[src/rtl/edge_trigger_ring_capture_assert.svh]
// assertion macros shared by the capture block rtl
`ifndef EDGE_TRIGGER_RING_CAPTURE_ASSERT_SVH
`define EDGE_TRIGGER_RING_CAPTURE_ASSERT_SVH

// combinational invariant checked at every rising clock edge out of reset
`define ETRC_ASSERT_ALWAYS(lbl, expr, msg) \
  lbl: assert property (@(posedge clk) disable iff (!rst_n) (expr)) else $error(msg);

// condition in one cycle implies a consequence in the same cycle
`define ETRC_ASSERT_SAME(lbl, ante, cons, msg) \
  lbl: assert property (@(posedge clk) disable iff (!rst_n) (ante) |-> (cons)) else $error(msg);

// condition in one cycle implies a consequence in the next cycle
`define ETRC_ASSERT_NEXT(lbl, ante, cons, msg) \
  lbl: assert property (@(posedge clk) disable iff (!rst_n) (ante) |=> (cons)) else $error(msg);

`endif

[src/rtl/etrc_ram.sv]
// generic simple dual port ram with registered read
module etrc_ram #(
  parameter int WIDTH = 8,
  parameter int DEPTH = 16
) (
  input  logic                     clk,
  input  logic                     wr_en,
  input  logic [$clog2(DEPTH)-1:0] wr_addr,
  input  logic [WIDTH-1:0]         wr_data,
  input  logic                     rd_en,
  input  logic [$clog2(DEPTH)-1:0] rd_addr,
  output logic [WIDTH-1:0]         rd_data
);

  logic [WIDTH-1:0] mem [DEPTH];

  // write port
  always_ff @(posedge clk) begin
    if (wr_en) begin
      mem[wr_addr] <= wr_data;
    end
  end

  // read port, data held while not enabled
  always_ff @(posedge clk) begin
    if (rd_en) begin
      rd_data <= mem[rd_addr];
    end
  end

endmodule

[config.mk]
export PLATFORM = sky130hd
export DESIGN_NAME = etrc_ram
export DESIGN_NICKNAME = d
export VERILOG_FILES = /design/src/rtl/edge_trigger_ring_capture_assert.svh /design/src/rtl/etrc_ram.sv
export SDC_FILE = /design/constraint.sdc
export NUM_CORES = 1
export LEC_CHECK = 0
export BUFFER_PORTS_ARGS = -buffer_cell sky130_fd_sc_hd__buf_2
export CORE_MARGIN = 2
export CORE_UTILIZATION = 54
export CTS_CLUSTER_DIAMETER = 60
export DETAILED_ROUTE_END_ITERATION = 6
export GPL_TIMING_DRIVEN = 0
export PLACE_DENSITY = 0.74
export RECOVER_POWER = 25
export SYNTH_ARGS = -nofsm -noshare
export SYNTH_HDL_FRONTEND = slang
export SYNTH_SLANG_ARGS = --single-unit
[constraint.sdc]
create_clock -name clk -period 1.6 [get_ports clk]
set_input_delay 0.08 -clock clk [delete_from_list [all_inputs] [get_ports clk]]
set_output_delay 0.08 -clock clk [all_outputs]
set_load 0.01 [all_outputs]
==> results of run 1 <==
metal layers:
layer / vias up / part of all wire / global-route usage
li1: 1087 / - / -
met1: 1279 / 0.42 / 0.308
met2: 93 / 0.50 / 0.325
met3: 14 / 0.058 / 0.0417
met4: 0 / 0.019 / 0.101
met5: - / 0 / 0
worst max-delay path, cell delays in order (launching register included):
cell	delay (ps)
edfxtp_1	390
mux4_1	560
a22oi_1	250
nand2_1	80
how the worst min path moves through the flow:
stage / start / to / slack, ps / cells after the start
4_1_cts: wr_addr[1] / mem[0][3] / 60 / 2
5_1_grt: wr_addr[0] / mem[12][0] / 80 / 2
2_1_floorplan: wr_data[0] / mem[0][0] / 180 / 0
6_report: wr_addr[1] / mem[12][6] / 60 / 2
3_5_place_dp: rd_en / rd_data[0] / 430 / 1
3_3_place_gp: rd_en / rd_data[3] / 420 / 1
power by group:
group	switching (W)	internal, W
sequential	0.0000185	0.00402
combinational	0.000228	0.000169
clock	0.00140	0.00267
through the flow:
step	hold slack, ps	setup TNS (ps)	setup slack (ps)
floorplan	179	0	27.1
global route	75.7	0	3.29
global placement	417	-11510	-531
CTS	62.3	0	6.72
detailed placement	431	-12060	-514
finish	56.7	0	68.2
repair_timing:
| item | in CTS | in global routing |
|---|---|---|
| gates resized for setup | 1 | 2 |
| endpoints found under the hold margin | 136 | 0 |
| setup buffers | 0 | 0 |
| endpoints found under the setup margin | 8 | 2 |
| hold buffers | 9 | 0 |
| pin swaps | 0 | 0 |
kinds of logic after synthesis:
logic type             Yosys count  synth area share
AO/OA/AOI/OAI                   16            0.0230
buffers and inverters           10            0.0165
flip-flops                     136             0.781
multiplexers                    32             0.148
AND/OR/NAND/NOR                 35            0.0314
synth_stat cells, drive strengths merged:
cell type,count
edfxtp,136
mux4,32
a22oi,16
nor2,13
nand2,9
buf,7
nor3,4
clkdlybuf4s25,3
nand2b,2
nand3b,2
and2,1
and2b,1
nand3,1
nor2b,1
or3b,1
cell type report:
cell class / instances / area [um2]
Timing Repair Buffer: 35 / 215
Tap cell: 129 / 161
Multi-Input combinational cell: 83 / 1070
Clock inverter: 13 / 204
Sequential cell: 136 / 4080
Buffer: 10 / 86.3
Clock buffer: 18 / 418
Fill cell: 576 / 3090
sequential cells by signal (all words and copies together) (netlist names):
signal and count:
mem 128, rd_data 8
==> results_dict.tcl, run 1 <==
set metrics [dict create \
    status "complete, no violations" \
    start_util 0.560 \
    clk-insertion-delay-late_ps 520 \
    critPathMaxFanout 1 \
    die_w_um 102 \
    final_common_cell "edfxtp_1" \
    finalSetupViolations 0 \
    yosys.area.top_type_share 0.781 \
    arrival_ps 1790 \
    rows 35 \
    dp_hpwl_mm 5.99 \
    cts_buffers 17 \
    crit_start "mem[6][1]" \
    rsz0062_at_grt "false" \
    slew_viol_final 0 \
    syn_inst 229 \
    power_density_mw_per_mm2 1360 \
    fin_crit_sh 0.957 \
    die-area_mm2 0.0105 \
    gp_congestion 0.715 \
    slew-limit-headroom 0.171 \
    drt_iter0_markers 293 \
    area_growth_syn_to_layout_pct 19.4 \
    synth_area_leaders "edfxtp_1, mux4_2, mux4_1" \
    grt_max_degree 17 \
    rr_worst_depth 3 \
    fmax_mhz 653 \
    clock_skew_ps 8.18 \
    period_needed_ps 1530 \
    wirelength_mm 9.86 \
    syn_area_mm2 0.00523 \
    grt_pass1_wl_mm 15.1 \
    reg2reg_to "rd_data[1]" \
    end_kind "flip-flop" \
    avgSynthCellArea_um2 22.8 \
    ys_warn_count 0 \
    post_drt_wl_per_cell_um 23.3 \
    cp-endpoint "rd_data[1]" \
    ff2ff_setup_slack_ps 70 \
    dr_total_vias 2473 \
    nNetsFinal 302 \
    drc 0 \
    ctsHtreeMaxLevel 4 \
    p_leak_nw 2.08 \
    grt-ovfl-total 0 \
    grt_usage 0.215 \
    ys_types 18 \
    cp.required_ps 1860 \
    vdd_drop_max_uv 915 \
    port_buffers 25 \
    root_buffer "clkbuf_8" \
    clk_path_buf_depth 2 \
    core-area_mm2 0.00933 \
    worst_pin_slew_ps 1230 \
    worstSetupPathType "reg -> reg" \
    cts.sinks 136 \
    reg2reg_from "mem[6][1]" \
    layout_common_cells "edfxtp_1, buf_2, mux4_2, clkbuf_16" \
    diodes 0 \
    fin_util 0.669 \
    antenna_found_initial 0 \
    stdcell_count 424 \
    hold_violations 0 \
    antenna_left 0 \
    drive_gt1_frac 0.275 \
    cap_violations 0 \
    vias_per_cell 5.83 \
    ys_seq_area_frac 0.781 \
    report.power.total_w 0.00850 \
    cts_tree "built" \
    cts.clk_slew.worst_paths_ps 60 \
    placed_area_mm2 0.00551 \
    synth_nets 248 \
    hold_path.class "in -> reg" \
    dr.pass1.iters 5 \
    yosys.area.top_type "edfxtp_1" \
    die_h_um 102 \
    ios 27 \
    final_area_mm2 0.00624 \
    dp.cells 383 \
    worstSetupStartpointType "flip-flop" \
    grt_pass1_vias 2554 \
    synth-seq-cells 136 \
]
Note: power is estimated with default switching activity, not from simulation.
==> inputs of run 2 (changes only) <==
--- a/config.mk
+++ b/config.mk
@@ -7,11 +7,11 @@
 export LEC_CHECK = 0
 export BUFFER_PORTS_ARGS = -buffer_cell sky130_fd_sc_hd__buf_2
 export CORE_MARGIN = 2
-export CORE_UTILIZATION = 54
+export CORE_UTILIZATION = 60
 export CTS_CLUSTER_DIAMETER = 60
 export DETAILED_ROUTE_END_ITERATION = 6
 export GPL_TIMING_DRIVEN = 0
-export PLACE_DENSITY = 0.74
+export PLACE_DENSITY = 0.78
 export RECOVER_POWER = 25
 export SYNTH_ARGS = -nofsm -noshare
 export SYNTH_HDL_FRONTEND = slang
==> constraint.sdc (replaced) <==
create_clock -name clk -period 1.57 [get_ports clk]
set_input_delay 0.0785 -clock clk [delete_from_list [all_inputs] [get_ports clk]]
set_output_delay 0.0785 -clock clk [all_outputs]
set_load 0.01 [all_outputs]
==> run 2 against run 1 <==
Effect of this change: clock skew is 1.4 ps higher; non-clock buffer count stayed put; cell count down 4.7%; sequential power is 2% higher; via count grew 3.4%; wire length grew 1.4%; sequential share of layout area grew 0.82 points; global-route usage is 1.1 points higher; cell area is 1.2% lower; critical path type unchanged; highest routed layer unchanged.
==> results_dict.tcl, run 2 (synthesis results as in run 1) <==
set metrics [dict create \
    report.power.total_w 0.00833 \
    critPathMaxFanout 1 \
    path_buf_inv 0 \
    slowest_delay_ps 580 \
    slew_viol_final 0 \
    vdd_drop_max_uv 853 \
    hold_path.class "in -> reg" \
    largest_reg_flops 128 \
    die_w_um 97.3 \
    grt_pass1_vias 2582 \
    drc 0 \
    final_common_cell "edfxtp_1" \
    arrival_ps 1770 \
    die-area_mm2 0.00948 \
    ctsHtreeMaxLevel 4 \
    rsz0062_at_grt "false" \
    use_met3 0.0597 \
    grtUsageMet1 0.319 \
    antenna_left 0 \
    grt_max_degree 17 \
    path_cells "mux4_1 > a22oi_2 > nand2_1" \
    cts_tree "built" \
    top_register "mem" \
    post_cts_buffers 0 \
    root_buffer "clkbuf_8" \
    nNetsFinal 302 \
    core-area_mm2 0.00859 \
    clock_skew_ps 9.61 \
    die_h_um 97.3 \
    vias_per_cell 6.33 \
    hold_violations 0 \
    dr_total_vias 2556 \
    end_kind "flip-flop" \
    diodes 0 \
    fmax_mhz 666 \
    min_from "wr_addr[0]" \
    wirelength_mm 10.0 \
    drive_gt1_frac 0.274 \
    antenna_found_initial 0 \
    slew-limit-headroom 0.163 \
    layout_common_cells "edfxtp_1, buf_2, mux4_2, clkbuf_16, a22oi_1" \
    status "complete, no violations" \
    cp_slowest_cell "mux4_1" \
    crit_family "multiplexers" \
    fin_crit_sh 0.956 \
    setup_tns_ps 0 \
    cts.clk_slew.worst_paths_ps 60 \
    clk-insertion-delay-late_ps 520 \
    post_drt_wl_per_cell_um 24.8 \
    cts.sinks 136 \
    dp_hpwl_mm 6.29 \
    clk_path_buf_depth 2 \
    cts_buffers 17 \
    dr.pass1.iters 5 \
    finalSetupViolations 0 \
    start_util 0.608 \
    grt_pass1_wl_mm 15.0 \
    setup_ws_ps 68.3 \
    gp_congestion 0.698 \
    period_needed_ps 1500 \
    crit_start "mem[4][3]" \
    power_density_mw_per_mm2 1350 \
    grt_busiest_layer "met2" \
    grt_usage 0.226 \
    place_ws_ps -353 \
    ios 27 \
    grt-ovfl-total 0 \
    fin_util 0.717 \
    met2_usage 0.344 \
    cp.required_ps 1840 \
    rows 34 \
    worstSetupStartpointType "flip-flop" \
    worst_pin_slew_ps 1250 \
    reg2reg_from "mem[4][3]" \
    port_buffers 25 \
    worstSetupPathType "reg -> reg" \
    cap_violations 0 \
    drt_iter0_markers 361 \
    largestRegisters "mem (128), rd_data (8)" \
    p_leak_nw 2.06 \
    area_growth_syn_to_layout_pct 17.9 \
]
## run 2: repair_timing
action                                  in CTS  in global routing
hold buffers                                 9                  0
hold endpoints to repair                   136                  0
gates resized for setup                      1                  0
endpoints found under the setup margin       1                  0
## run 2: layout make-up
cell class	count	area (um2)
fillers	492	2430
plain buffers	10	86.3
repair buffers	35	215
well taps	108	135
multi-input cells	83	1070
flip-flops and latches	136	4080
clock inverters	14	158
clock buffers	18	418
## run 2: report_power, final
part	switching, W	total, W	internal (W)
Sequential	0.0000192	0.00411	0.00409
Clock	0.00141	0.00381	0.00239
Combinational	0.000235	0.000406	0.000171
Total	0.00167	0.00833	0.00666
## run 2: through the flow
step / instances / hold WS (ps) / cell area (um2)
6_report: 404 / 55.3 / 6160
5_1_grt: 404 / 42.0 / 6160
4_1_cts: 403 / 40.2 / 6160
3_5_place_dp: 362 / 432 / 5490
3_3_place_gp: 362 / 413 / 5490
2_1_floorplan: 229 / 177 / 5230
## run 2: path summary, 6_finish.rpt
| kind | endpoint | slack, ps | cells after the start |
|---|---|---|---|
| worst max-delay path | rd_data[3] | 70 | 3 |
| worst min-delay path | mem[8][0] | 60 | 2 |
| worst max register to register | rd_data[3] | 70 | 3 |
| worst min register to register | rd_data[2] | 780 | 3 |
## run 2: layer usage
layer | up-vias | share of wire
met1 | 1318 | 0.40
li1 | 1095 | -
met4 | 0 | 0.016
met5 | - | 0
met2 | 129 | 0.50
met3 | 14 | 0.082
